==> config.mk <==
export PLATFORM = sky130hd
export DESIGN_NAME = multi_axis_step_interpolator_unit
export DESIGN_NICKNAME = d
export VERILOG_FILES = /design/src/msi_pkg.sv /design/src/msi_cfg.sv /design/src/msi_lane.sv /design/src/msi_ramp.sv /design/src/multi_axis_step_interpolator_unit.sv
export SDC_FILE = /design/constraint.sdc
export NUM_CORES = 2
export LEC_CHECK = 0
export BUFFER_PORTS_ARGS = -buffer_cell sky130_fd_sc_hd__buf_2
export CELL_PAD_IN_SITES_DETAIL_PLACEMENT = 0
export CELL_PAD_IN_SITES_GLOBAL_PLACEMENT = 1
export CORE_ASPECT_RATIO = 1.5
export CORE_MARGIN = 4
export CORE_UTILIZATION = 48
export CTS_BUF_LIST = sky130_fd_sc_hd__clkbuf_16
export CTS_CLUSTER_SIZE = 28
export DETAILED_ROUTE_END_ITERATION = 10
export HOLD_SLACK_MARGIN = 0.05
export PLACE_DENSITY = 0.82
export SETUP_SLACK_MARGIN = 0.4
export SYNTH_ARGS = -nofsm -noshare
export SYNTH_HDL_FRONTEND = slang
export SYNTH_SLANG_ARGS = --single-unit
==> constraint.sdc <==
create_clock -name i_clk -period 19.7 [get_ports i_clk]
set_input_delay 0.985 -clock i_clk [delete_from_list [all_inputs] [get_ports i_clk]]
set_output_delay 0.985 -clock i_clk [all_outputs]
set_load 0.01 [all_outputs]
==> src/msi_pkg.sv <==
// ----------------------------------------------------------------------------
// msi_pkg
// Shared types and constants of the multi-axis step interpolator.
// ----------------------------------------------------------------------------
package msi_pkg;

    localparam int NUM_AXES      = 5;
    localparam int POS_BITS      = 24;
    localparam int DELTA_BITS    = POS_BITS + 1;
    localparam int CMD_BITS      = 2;
    localparam int DELAY_BITS    = 16;
    localparam int CRUISE_BITS   = 20;
    localparam int START_BITS    = 16;
    localparam int DIFF_BITS     = CRUISE_BITS + 2;
    localparam int APB_ADDR_BITS = 3;
    localparam int APB_DATA_BITS = 32;

    localparam int IN_RAW_BITS   = CMD_BITS + NUM_AXES * POS_BITS;
    localparam int IN_DATA_BITS  = ((IN_RAW_BITS + 7) / 8) * 8;
    localparam int OUT_RAW_BITS  = 2 * NUM_AXES + DELAY_BITS;
    localparam int OUT_DATA_BITS = ((OUT_RAW_BITS + 7) / 8) * 8;

    localparam logic [START_BITS-1:0]  START_RESET  = START_BITS'(200);
    localparam logic [CRUISE_BITS-1:0] CRUISE_RESET = '0;

    // register index, taken from paddr[2]
    localparam logic REG_CRUISE = 1'b0;
    localparam logic REG_START  = 1'b1;

    typedef enum logic [CMD_BITS-1:0] {
        CMD_LOAD = 2'd0,
        CMD_TICK = 2'd1,
        CMD_SET  = 2'd2
    } t_cmd;

    typedef struct packed {
        logic load;
        logic tick;
        logic set;
        logic commit;
    } t_lane_ctl;

    typedef struct packed {
        logic [CRUISE_BITS-1:0] cruise;
        logic [START_BITS-1:0]  start;
    } t_cfg;

    typedef struct packed {
        logic                  busy;
        logic                  last;
        logic [DELAY_BITS-1:0] delay;
    } t_ramp_st;

endpackage

==> src/msi_cfg.sv <==
// ----------------------------------------------------------------------------
// msi_cfg
// APB register file: cruise delay and start delay.
// ----------------------------------------------------------------------------
module msi_cfg (
    input  logic                              i_clk,
    input  logic                              i_rst_n,
    input  logic                              psel,
    input  logic                              penable,
    input  logic                              pwrite,
    input  logic [msi_pkg::APB_ADDR_BITS-1:0] paddr,
    input  logic [msi_pkg::APB_DATA_BITS-1:0] pwdata,
    output logic [msi_pkg::APB_DATA_BITS-1:0] prdata,
    output logic                              pready,
    output msi_pkg::t_cfg                     o_cfg
);
    import msi_pkg::*;

    logic [CRUISE_BITS-1:0] r_cruise;
    logic [START_BITS-1:0]  r_start;
    logic                   w_wr;

    assign pready = 1'b1;
    assign w_wr   = psel && penable && pwrite;

    always_ff @(posedge i_clk) begin
        if (!i_rst_n) begin
            r_cruise <= CRUISE_RESET;
            r_start  <= START_RESET;
        end else if (w_wr) begin
            if (paddr[2] == REG_CRUISE) begin
                r_cruise <= pwdata[CRUISE_BITS-1:0];
            end else begin
                r_start <= pwdata[START_BITS-1:0];
            end
        end
    end

    always_comb begin
        if (paddr[2] == REG_CRUISE) begin
            prdata = APB_DATA_BITS'(r_cruise);
        end else begin
            prdata = APB_DATA_BITS'(r_start);
        end
    end

    assign o_cfg.cruise = r_cruise;
    assign o_cfg.start  = r_start;

endmodule

==> src/msi_lane.sv <==
// ----------------------------------------------------------------------------
// msi_lane
// One axis: position, pending target, delta magnitude and Bresenham accumulator.
// ----------------------------------------------------------------------------
module msi_lane (
    input  logic                           i_clk,
    input  logic                           i_rst_n,
    input  msi_pkg::t_lane_ctl             i_ctl,
    input  logic [msi_pkg::POS_BITS-1:0]   i_target,
    input  logic [msi_pkg::DELTA_BITS-1:0] i_longest,
    output logic [msi_pkg::DELTA_BITS-1:0] o_abs_new,
    output logic                           o_dir_new,
    output logic                           o_dir,
    output logic                           o_step
);
    import msi_pkg::*;

    logic [POS_BITS-1:0]   r_pos;
    logic [POS_BITS-1:0]   r_pend;
    logic [DELTA_BITS-1:0] r_abs;
    logic [DELTA_BITS-1:0] r_acc;
    logic [DELTA_BITS-1:0] n_acc;
    logic                  r_dir;
    logic [DELTA_BITS-1:0] w_delta;
    logic [DELTA_BITS:0]   w_sum;

    assign w_delta   = {i_target[POS_BITS-1], i_target} - {r_pos[POS_BITS-1], r_pos};
    assign o_abs_new = w_delta[DELTA_BITS-1] ? (~w_delta + 1'b1) : w_delta;
    assign o_dir_new = !w_delta[DELTA_BITS-1] && (w_delta != '0);

    assign w_sum = {1'b0, r_acc} + {1'b0, r_abs};

    always_comb begin
        if (w_sum >= {1'b0, i_longest}) begin
            o_step = 1'b1;
            n_acc  = DELTA_BITS'(w_sum - {1'b0, i_longest});
        end else begin
            o_step = 1'b0;
            n_acc  = w_sum[DELTA_BITS-1:0];
        end
    end

    assign o_dir = r_dir;

    always_ff @(posedge i_clk) begin
        if (!i_rst_n) begin
            r_pos  <= '0;
            r_pend <= '0;
            r_abs  <= '0;
            r_acc  <= '0;
            r_dir  <= 1'b0;
        end else begin
            if (i_ctl.load) begin
                r_pend <= i_target;
                r_abs  <= o_abs_new;
                r_acc  <= '0;
                r_dir  <= o_dir_new;
            end
            if (i_ctl.tick) begin
                r_acc <= n_acc;
            end
            if (i_ctl.set) begin
                r_pos <= i_target;
            end else if (i_ctl.commit) begin
                r_pos <= r_pend;
            end
        end
    end

endmodule

==> src/msi_ramp.sv <==
// ----------------------------------------------------------------------------
// msi_ramp
// Move length, iteration count and the linear acceleration delay ramp.
// ----------------------------------------------------------------------------
module msi_ramp (
    input  logic                           i_clk,
    input  logic                           i_rst_n,
    input  msi_pkg::t_lane_ctl             i_ctl,
    input  msi_pkg::t_cfg                  i_cfg,
    input  logic [msi_pkg::DELTA_BITS-1:0] i_longest_new,
    output logic [msi_pkg::DELTA_BITS-1:0] o_longest,
    output msi_pkg::t_ramp_st              o_st
);
    import msi_pkg::*;

    logic [DELTA_BITS-1:0] r_longest;
    logic [DELTA_BITS-1:0] r_iter;
    logic [DELTA_BITS-1:0] r_accel;
    logic [DELTA_BITS-1:0] r_decel;
    logic [DELAY_BITS-1:0] r_delay;
    logic                  r_busy;

    logic [DIFF_BITS-1:0]  w_diff;
    logic [START_BITS-1:0] w_acc;
    logic [DELTA_BITS-1:0] w_half;
    logic [DELTA_BITS-1:0] w_accel;
    logic [DELTA_BITS:0]   w_iter_inc;
    logic                  w_dec;
    logic                  w_inc;
    logic [DELAY_BITS-1:0] n_delay;

    assign w_diff = DIFF_BITS'(i_cfg.start) - DIFF_BITS'(i_cfg.cruise);
    assign w_acc  = w_diff[DIFF_BITS-1] ? '0 : w_diff[START_BITS-1:0];
    assign w_half = i_longest_new >> 1;
    assign w_accel = (DELTA_BITS'(w_acc) > w_half) ? w_half : DELTA_BITS'(w_acc);

    assign w_dec = r_iter < r_accel;
    assign w_inc = r_iter >= r_decel;

    always_comb begin
        unique case ({w_dec, w_inc})
            2'b10:   n_delay = r_delay - 1'b1;
            2'b01:   n_delay = r_delay + 1'b1;
            default: n_delay = r_delay;
        endcase
    end

    assign w_iter_inc = {1'b0, r_iter} + 1'b1;

    assign o_longest  = r_longest;
    assign o_st.busy  = r_busy;
    assign o_st.last  = w_iter_inc >= {1'b0, r_longest};
    assign o_st.delay = n_delay;

    always_ff @(posedge i_clk) begin
        if (!i_rst_n) begin
            r_longest <= '0;
            r_iter    <= '0;
            r_accel   <= '0;
            r_decel   <= '0;
            r_delay   <= '0;
            r_busy    <= 1'b0;
        end else if (i_ctl.load) begin
            r_longest <= i_longest_new;
            r_iter    <= '0;
            r_accel   <= w_accel;
            r_decel   <= i_longest_new - w_accel;
            r_delay   <= i_cfg.start;
            r_busy    <= i_longest_new != '0;
        end else if (i_ctl.tick) begin
            r_iter  <= w_iter_inc[DELTA_BITS-1:0];
            r_delay <= n_delay;
            if (o_st.last) begin
                r_busy <= 1'b0;
            end
        end
    end

endmodule

==> src/multi_axis_step_interpolator_unit.sv <==
// ----------------------------------------------------------------------------
// multi_axis_step_interpolator_unit
// Five-axis Bresenham step generator with a linear step-delay ramp.
// ----------------------------------------------------------------------------
// Each beat on the input stream is one command (load move, tick, set
// position) and gives exactly one result beat. The block takes one beat per
// clock while the output side accepts; a beat is held in an input register,
// its per-axis add-compare-subtract and ramp update run combinationally, and
// the result lands in an output register when that register is free or being
// read, so a stalled output holds the beat in the input register; throughput
// stays at one beat per cycle while the output side accepts.
// Load computes deltas, direction and ramp limits; ticks return step pulses,
// directions and the delay; the last tick of a move commits the target.
// Commands that do not apply in the current state return status one.
// ----------------------------------------------------------------------------
module multi_axis_step_interpolator_unit (
    input  logic                              i_clk,
    input  logic                              i_rst_n,
    // tdata: cmd[1:0], target_x, target_y, target_z, target_e, target_b (24 b each)
    input  logic                              i_s_axis_tvalid,
    output logic                              o_s_axis_tready,
    input  logic [msi_pkg::IN_DATA_BITS-1:0]  i_s_axis_tdata,
    // tdata: step_bits[4:0], dir_bits[9:5], delay_us[25:10]
    output logic                              o_m_axis_tvalid,
    input  logic                              i_m_axis_tready,
    output logic [msi_pkg::OUT_DATA_BITS-1:0] o_m_axis_tdata,
    output logic                              o_m_axis_tlast,
    // tuser: status
    output logic                              o_m_axis_tuser,
    input  logic                              psel,
    input  logic                              penable,
    input  logic                              pwrite,
    input  logic [msi_pkg::APB_ADDR_BITS-1:0] paddr,
    input  logic [msi_pkg::APB_DATA_BITS-1:0] pwdata,
    output logic [msi_pkg::APB_DATA_BITS-1:0] prdata,
    output logic                              pready
);
    import msi_pkg::*;

    logic                     r_in_valid;
    logic [IN_DATA_BITS-1:0]  r_in_data;
    logic                     r_out_valid;
    logic [OUT_DATA_BITS-1:0] r_out_data;
    logic                     r_out_last;
    logic                     r_out_user;

    logic                     w_fire;
    t_cmd                     w_cmd;
    t_lane_ctl                w_ctl;
    t_cfg                     w_cfg;
    t_ramp_st                 w_ramp;
    logic [DELTA_BITS-1:0]    w_longest;
    logic [DELTA_BITS-1:0]    w_longest_new;
    logic [DELTA_BITS-1:0]    w_abs_new [NUM_AXES];
    logic [NUM_AXES-1:0]      w_dir_new;
    logic [NUM_AXES-1:0]      w_dir;
    logic [NUM_AXES-1:0]      w_step;

    logic [NUM_AXES-1:0]      n_steps;
    logic [NUM_AXES-1:0]      n_dirs;
    logic [DELAY_BITS-1:0]    n_delay;
    logic                     n_last;
    logic                     n_status;

    assign w_fire          = r_in_valid && (!r_out_valid || i_m_axis_tready);
    assign o_s_axis_tready = !r_in_valid || w_fire;

    assign w_cmd = t_cmd'(r_in_data[CMD_BITS-1:0]);

    assign w_ctl.load   = w_fire && (w_cmd == CMD_LOAD) && !w_ramp.busy;
    assign w_ctl.tick   = w_fire && (w_cmd == CMD_TICK) && w_ramp.busy;
    assign w_ctl.set    = w_fire && (w_cmd == CMD_SET) && !w_ramp.busy;
    assign w_ctl.commit = w_ctl.tick && w_ramp.last;

    msi_cfg u_cfg (
        .i_clk   (i_clk),
        .i_rst_n (i_rst_n),
        .psel    (psel),
        .penable (penable),
        .pwrite  (pwrite),
        .paddr   (paddr),
        .pwdata  (pwdata),
        .prdata  (prdata),
        .pready  (pready),
        .o_cfg   (w_cfg)
    );

    for (genvar g = 0; g < NUM_AXES; g++) begin : g_lane
        msi_lane u_lane (
            .i_clk     (i_clk),
            .i_rst_n   (i_rst_n),
            .i_ctl     (w_ctl),
            .i_target  (r_in_data[CMD_BITS + g*POS_BITS +: POS_BITS]),
            .i_longest (w_longest),
            .o_abs_new (w_abs_new[g]),
            .o_dir_new (w_dir_new[g]),
            .o_dir     (w_dir[g]),
            .o_step    (w_step[g])
        );
    end

    always_comb begin
        w_longest_new = '0;
        for (int i = 0; i < NUM_AXES; i++) begin
            if (w_abs_new[i] > w_longest_new) begin
                w_longest_new = w_abs_new[i];
            end
        end
    end

    msi_ramp u_ramp (
        .i_clk         (i_clk),
        .i_rst_n       (i_rst_n),
        .i_ctl         (w_ctl),
        .i_cfg         (w_cfg),
        .i_longest_new (w_longest_new),
        .o_longest     (w_longest),
        .o_st          (w_ramp)
    );

    always_comb begin
        n_steps  = '0;
        n_dirs   = '0;
        n_delay  = '0;
        n_last   = 1'b0;
        n_status = 1'b0;
        priority if (w_ctl.load) begin
            n_dirs = w_dir_new;
            n_last = w_longest_new == '0;
        end else if (w_ctl.tick) begin
            n_steps = w_step;
            n_dirs  = w_dir;
            n_delay = w_ramp.delay;
            n_last  = w_ramp.last;
        end else if (w_ctl.set) begin
            n_status = 1'b0;
        end else begin
            n_status = 1'b1;
        end
    end

    always_ff @(posedge i_clk) begin
        if (!i_rst_n) begin
            r_in_valid  <= 1'b0;
            r_out_valid <= 1'b0;
        end else begin
            if (i_s_axis_tvalid && o_s_axis_tready) begin
                r_in_valid <= 1'b1;
            end else if (w_fire) begin
                r_in_valid <= 1'b0;
            end
            if (w_fire) begin
                r_out_valid <= 1'b1;
            end else if (i_m_axis_tready) begin
                r_out_valid <= 1'b0;
            end
        end
    end

    always_ff @(posedge i_clk) begin
        if (i_s_axis_tvalid && o_s_axis_tready) begin
            r_in_data <= i_s_axis_tdata;
        end
        if (w_fire) begin
            r_out_data <= OUT_DATA_BITS'({n_delay, n_dirs, n_steps});
            r_out_last <= n_last;
            r_out_user <= n_status;
        end
    end

    assign o_m_axis_tvalid = r_out_valid;
    assign o_m_axis_tdata  = r_out_data;
    assign o_m_axis_tlast  = r_out_last;
    assign o_m_axis_tuser  = r_out_user;

`ifndef SYNTHESIS
    a_last_tick_idles: assert property (@(posedge i_clk) disable iff (!i_rst_n)
        w_ctl.commit |=> !w_ramp.busy)
        else $error("busy still set after final tick");

    a_ignored_is_empty: assert property (@(posedge i_clk) disable iff (!i_rst_n)
        (o_m_axis_tvalid && o_m_axis_tuser) |-> (o_m_axis_tdata == '0 && !o_m_axis_tlast))
        else $error("ignored command carries payload");

    a_in_held: assert property (@(posedge i_clk) disable iff (!i_rst_n)
        (r_in_valid && !w_fire) |=> (r_in_valid && $stable(r_in_data)))
        else $error("input register lost a pending beat");

    a_load_zero_len: assert property (@(posedge i_clk) disable iff (!i_rst_n)
        (w_ctl.load && w_longest_new == '0) |=> !w_ramp.busy)
        else $error("zero-length move left block busy");
`endif

endmodule

Word level (Yosys, flattened, before mapping) --
Cells that the tools add are included.
Storage, ports and cells: latch bits 0, memories 0, logic and storage cells 190, output and inout port bits 69, memory bits (writable) 0, ROM bits 0, input bits 170, register bits after elaboration 800
Operators by class: multiplexer cells 54, multipliers 0, shift-type cells 0, reductions and logical operators 45, $add $sub $neg 25, div/mod/pow operators 0, bitwise logic cells 8, eq/ne operators 4, magnitude comparators 14
Operators with widths (count):
- $mux W25 | 21
- $mux W24 | 11
- $ge A26 B25 Y1 | 6
- $reduce_bool A25 Y1 | 6
- $sub A25 B25 Y25 | 6
- $add A25 B25 Y26 | 5
- $add A25 B1 Y25 const B | 5
- $not A25 Y25 | 5
- $sub A24 B24 Y25 | 5
- $gt A25 B25 Y1 | 4
- $mux W16 | 3
- $pmux W16 S2 | 1
- $add A25 B1 Y26 const B | 1
- $ge A25 B25 Y1 | 1
- $gt A25 B1 Y1 const B | 1
- $logic_not A25 Y1 | 1
- $lt A25 B25 Y1 | 1
- $gt A16 B24 Y1 | 1
- $sub A16 B20 Y21 | 1
- $mux W20 | 1
- $add A16 B1 Y16 const B | 1
- $logic_and A1 B1 Y1 | 16
- $sub A16 B1 Y16 const B | 1
- $mux W1 | 15
- other kinds (10) | 31

Logic depth before layout (Yosys ltp) --
depth after elaboration 17, gate-level depth with buffers 98, depth with buffers taken out 90

By module --
Synthesis repeated with hierarchy kept, for this count alone.
Second synthesis, totals: cell total of the unflattened synthesis 8017, area total of the unflattened synthesis 65342.7 µm²
By module, submodules not included:
- msi_lane (g_lane[0].u_lane ...) | instances 4, area each 9081.2 µm², cells each 1166
- msi_ramp | instances 1, area each 9744.3 µm², cells each 1230
- multi_axis_step_interpolator_unit | instances 1, area each 9116.2 µm², cells each 859
- msi_lane (g_lane[1].u_lane) | instances 1, area each 8434.3 µm², cells each 1081
- msi_cfg | instances 1, area each 1722.9 µm², cells each 183

Worst setup path before layout --
No wires, ideal clock.
path type register to register, start register r_in_data[26], end register u_ramp.r_decel[22], path buffers 11, setup time 70 ps, stages on the path, launching flop included 94, period minus slack after synthesis 17769 ps, data arrival time 17698 ps, required time 19630 ps, path slack 1931 ps, cell sequence edfxtp_1 -> inv_1 -> ha_1 -> inv_1 -> fa_1 -> a21o_1 -> a221oi_4 -> o21ai_0 -> xnor2_1 -> o2111ai_1 -> a2111o_1 -> or2_4 -> buf_6 -> o41ai_1 -> xnor2_1 -> ha_1 -> a21o_1 -> a21oi_1 -> [58 not listed] -> mux2i_1 -> inv_1 -> fa_1 -> nor2b_1 -> o21ai_0 -> a21boi_0 -> o21ai_0 -> a21boi_0 -> o21ai_0 -> a21oi_1 -> o2111ai_1 -> a21boi_0 -> o41a_1 -> a41oi_1 -> nor2b_1 -> xnor2_1 -> nand2_1 -> a21oi_1
Between the ends: cells in the longest elaborated chain, start to end 15
Ends and longest elaborated chain:
- from (decl) | RTL line multi_axis_step_interpolator_unit.sv:41 | logic [IN_DATA_BITS-1:0] r_in_data;
- from (signal assigned) | RTL line multi_axis_step_interpolator_unit.sv:162 | r_in_data <= i_s_axis_tdata;
- $sub A24 B24 Y25 (*) | RTL line msi_lane.sv:27 | assign w_delta = {i_target[POS_BITS-1], i_target} - {r_pos[POS_BITS-1], r_pos};
- $not A25 Y25 | RTL line msi_lane.sv:28 | assign o_abs_new = w_delta[DELTA_BITS-1] ? (~w_delta + 1'b1) : w_delta;
- $add A25 B1 Y25 | RTL line msi_lane.sv:28
- $mux W25 (*) | RTL line msi_lane.sv:28
- named net g_lane[1].u_lane.o_abs_new, one bit | RTL line msi_lane.sv:11 | output logic [msi_pkg::DELTA_BITS-1:0] o_abs_new,
- $gt A25 B25 Y1 | RTL line multi_axis_step_interpolator_unit.sv:105 | if (w_abs_new[i] > w_longest_new) begin
- $mux W25 (*) | RTL line multi_axis_step_interpolator_unit.sv:105
- $gt A25 B25 Y1 | RTL line multi_axis_step_interpolator_unit.sv:105
- [2 not listed]
- $mux W25 (*) | RTL line multi_axis_step_interpolator_unit.sv:105
- $gt A25 B25 Y1 | RTL line multi_axis_step_interpolator_unit.sv:105
- $mux W25 (*) | RTL line multi_axis_step_interpolator_unit.sv:105
- named net u_ramp.i_longest_new, one bit | RTL line msi_ramp.sv:10 | input logic [msi_pkg::DELTA_BITS-1:0] i_longest_new,
- $gt A16 B24 Y1 (*) | RTL line msi_ramp.sv:35 | assign w_accel = (DELTA_BITS'(w_acc) > w_half) ? w_half : DELTA_BITS'(w_acc);
- $mux W24 (*) | RTL line msi_ramp.sv:35
- named net u_ramp.w_accel[1] | RTL line msi_ramp.sv:26 | logic [DELTA_BITS-1:0] w_accel;
- $sub A25 B25 Y25 (*) | RTL line msi_ramp.sv:67 | r_decel <= i_longest_new - w_accel;
- to (signal assigned) | RTL line msi_ramp.sv:67
- to (decl) | RTL line msi_ramp.sv:19 | logic [DELTA_BITS-1:0] r_decel;
The timed path passes the listed nets; every way through them passes the cells marked *. A chain may end at the register's enable or synchronous reset.

Worst setup path in the final report --
start register r_in_data[2], end register u_ramp.r_decel[24]
Between the ends: cells in the longest elaborated chain, start to end 17
Ends and longest elaborated chain (RTL line):
- $sub A24 B24 Y25 (*) | msi_lane.sv:27
- $not A25 Y25 | msi_lane.sv:28
- $add A25 B1 Y25 | msi_lane.sv:28
- $mux W25 (*) | msi_lane.sv:28
- $gt A25 B1 Y1 | multi_axis_step_interpolator_unit.sv:105
- $mux W25 (*) | multi_axis_step_interpolator_unit.sv:105
- $gt A25 B25 Y1 | multi_axis_step_interpolator_unit.sv:105
- $mux W25 (*) | multi_axis_step_interpolator_unit.sv:105
- [3 not listed]
- $mux W25 (*) | multi_axis_step_interpolator_unit.sv:105
- $gt A25 B25 Y1 | multi_axis_step_interpolator_unit.sv:105
- $mux W25 (*) | multi_axis_step_interpolator_unit.sv:105
- named net u_ramp.i_longest_new, one bit | msi_ramp.sv:10
- $gt A16 B24 Y1 | msi_ramp.sv:35
- $mux W24 (*) | msi_ramp.sv:35
- named net u_ramp.w_accel[0] | msi_ramp.sv:26
- $sub A25 B25 Y25 (*) | msi_ramp.sv:67
Marked as above.

==> parameters.txt <==
Parameter                              Value

Route
  Ratio of routed vias to standard cells ... 5.818
  Routed wire length ... 189900 µm
  Wirelength per Cell ... 20.66 µm
  Overall via count from detail_route ... 53460
  DRC violations left ... 0
  Number of iterations in the first detailed-routing pass ... 5
  First-iteration detailed-routing DRC count ... 2888
  Antenna-violating nets left ... 0

STA
  Setup violation total in the final timing report ... 0
  Largest clock skew in the final design ... 0.02766 ns
  Endpoints failing hold ... 0
  Unrepaired setup endpoints after global routing ... no
  Max transition margin ... 26.72%
  Max frequency ... 0.05522 GHz
  Slew Viols, Final ... 0
  Tmin final ... 18.11 ns
  Fin crit share ... 91.93%
  Slew at the pin closest to its max-slew limit ... 1.099 ns
  Final setup TNS ... 0 ns

Setup path
  Worst EP arrival ... 18.65 ns
  Largest incremental delay on the critical path ... 0.59 ns
  CP Class ... flip-flop to flip-flop
  Required @ worst endpoint ... 20.24 ns
  Most used cell, CP ... buf_4
  Number of cell instances on the worst register-to-register path ... 94
  CP max-delay cell ... or4_4
  Type of element capturing the critical path ... flip-flop
  Highest net fanout along the worst path ... 15
  Worst Setup Start Kind ... flip-flop

Clock tree
  Number of buffers added to fix hold violations after cts ... 0
  CTS tree ... yes
  Clk sink count ... 799
  Total clock buffers created by CTS ... 85
  Deepest clock path buffer count ... 3
  Number of H-tree levels ... 3
  Clock transition at the registers of the reported paths ... 0.06 ns
  Insertion delay to the later sink of the worst-skew pair ... 0.70 ns
  Root buffer selected by CTS ... clkbuf_16

Placement
  Gp weighted congestion ... 0.9472
  DP Wirelength ... 144800 µm
  Number of buffers inserted by port buffering ... 199

Finish
  Commonest cells after routing, fill and taps aside ... nand2_1 (859), nor2_1 (724), a21oi_1 (701), dfxtp_1 (649), ha_1 (619)
  Util after Layout ... 53.29%
  Layout cells sized above 1 ... 8.212%
  Synthesis-to-finish area growth ... 9.935%
  Fill count ... 11810
  # diodes ... 0
  Final net count ... 8334
  Most common cell after layout, fill and taps aside ... nand2_1

GRT
  Wire length of the first global-routing pass ... 290900 µm
  Pin count of the biggest net entering global routing ... 204
  Gr ovfl total ... 0
  Vias in the first global route ... 50910
  Total track usage ... 28.43%
  Antenna violations before repair ... 0

Pwr
  P_int ... 5.877 mW
  Clock power frac ... 14.2%
  Max IR drop VDD ... 219.1 µV
  Total power divided by cell area ... 177.0 nW/µm²
  Leak ... 27.66 nW
  Register share of total power ... 15.5%
  Combinational power share ... 70.3%
  Switching power as a share of total power ... 49.17%
  Switching component of the power ... 5.684 mW

Run status
  Status ... finished, final reports clean

Synth
  Synthesized area divided by synthesized cell count ... 8.030 µm²
  Number of library cell types mapped by synthesis ... 117
  Number of warnings issued by yosys ... 0
  Cell count after synthesis ... 7399
  Cell type with the largest total area after synthesis ... dfxtp_1
  Largest cells by area after synthesis ... dfxtp_1 (22%), ha_1 (13%), edfxtp_1 (7.6%)
  Main synth FF type ... dfxtp_1
  Share of the yosys chip area belonging to registers ... 29.45%
  Number of synthesized register bits ... 799
  Number of enable flip-flop cells after synthesis ... 150
  Total standard cell area after synthesis ... 59410 µm²
  Fraction of post-synthesis cell area in the top cell type by area ... 21.87%
  Share of synthesized registers carrying an async set or reset ... 0%

Min path
  Hold Crit Class ... flip-flop to flip-flop
  Hold-critical path depth ... 2

Floorplan
  Area of the die ... 129600 µm²
  Starting density of the core ... 48.47%
  Row count ... 157
  Die Wd ... 295.3 µm
  Die Y-Extent ... 438.9 µm
  I/O pin cnt ... 239
  Area of the placeable core ... 122600 µm²

Flow run
  Maximum capacitance violations ... 0
registers in the layout, indices dropped and copies added, names as in the netlist, 20 cells and up:
name and cells:
u_ramp.r_accel 24, u_ramp.o_longest 25, u_cfg.r_cruise 20, g_lane.u_lane.r_acc 125, u_ramp.r_iter 25, u_ramp.r_decel 25, r_in_data 122, g_lane.u_lane.r_pos 120
g_lane.u_lane.r_abs 125, g_lane.u_lane.r_pend 120, o_m_axis_tdata 26
cell type report:
cell class	count	area [µm²]	share of cell area [%]
Tap cell	1590	1989	3.046
Clock buffer	90	2252	3.448
Timing Repair Buffer	355	2192	3.356
Inverter	452	1704	2.609
Clock inverter	70	543.0	0.8314
Multi-Input combinational cell	5833	39140	59.92
Sequential cell	799	17500	26.79
synthesized netlist by cell type (47+ instances only):
cell / count
nor2b_1: 83
a31oi_1: 47
edfxtp_1: 150
a22oi_1: 55
clkbuf_1: 280
dfxtp_1: 649
xnor2_1: 275
mux2i_1: 213
o21ai_0: 372
nand2b_1: 64
and3_1: 59
nand4_1: 68
a211oi_1: 244
nor3_1: 139
nor2_1: 731
nand3_1: 120
inv_1: 451
or3_1: 48
o21bai_1: 49
o21a_1: 76
a21oi_1: 703
nand2_1: 862
xor2_1: 170
ha_1: 620
a21o_1: 188
cells by family (layout without fill, tap and decap cells):
family	Yosys count	in the layout	share of synthesized area, %
multiplexers	235	235	4.037
flip-flops	799	799	29.45
adder cells (fa/ha/maj)	638	638	13.66
other	2	27	0.01264
buffers and inverters	792	967	5.216
AND/OR/NAND/NOR	2354	2354	17.90
AO/OA/AOI/OAI	2134	2134	23.16
XOR/XNOR	445	445	6.560
worst max-delay path, delay by kind of cell (launching register included):
family          cells  cell delay [ns]
compound gates     39             6.36
xor+xnor            2             0.33
fa+ha+maj           9             2.63
buf+inv            15             2.29
flops               1             0.37
mux                 3             0.60
simple gates       26             5.36
routing by layer:
layer / wire length [µm] / global-route usage, % / vias to the layer above
met5: 0 / 0 / -
met3: 7683 / 3.019 / 375
li1: - / - / 26660
met4: 11100 / 14.39 / 0
met2: 91890 / 49.86 / 1170
met1: 79220 / 34.39 / 25250
per-stage QoR:
stage	std cells	power (mW)	cell area (µm²)	hold WS, ns	setup slack (ns)
final	9189	11.56	65320	0.4431	1.590
after global routing	9189	12.47	65320	0.4367	0.4218
after CTS	9180	11.43	65110	0.4112	0.6584
after detailed placement	9020	9.738	62320	0.4366	0.7252
after global placement	9020	9.677	62320	0.4285	0.9596
after floorplan	7424	7.190	59510	0.4220	1.931
worst paths after layout:
path                 startpoint                 end  slack (ns)
min          u_ramp.r_accel[21]  u_ramp.r_accel[21]        0.44
max                r_in_data[2]  u_ramp.r_decel[24]        1.59
max reg2reg        r_in_data[2]  u_ramp.r_decel[24]        1.59
min reg2reg  u_ramp.r_accel[21]  u_ramp.r_accel[21]        0.44
what timing repair did:
item / CTS / global route
setup endpoints to repair: 0 / 15
gates resized for setup: 0 / 33
buffers inserted: 0 / 9
power by group through the flow:
stage	combinational [mW]	clock, mW	sequential [mW]
floorplan	5.38	0	1.81
global placement	7.85	0	1.83
detailed placement	7.91	0	1.83
CTS	7.95	1.69	1.79
global route	8.92	1.75	1.80
finish	8.13	1.65	1.79
No activity file was read; power rests on OpenSTA's default activity.
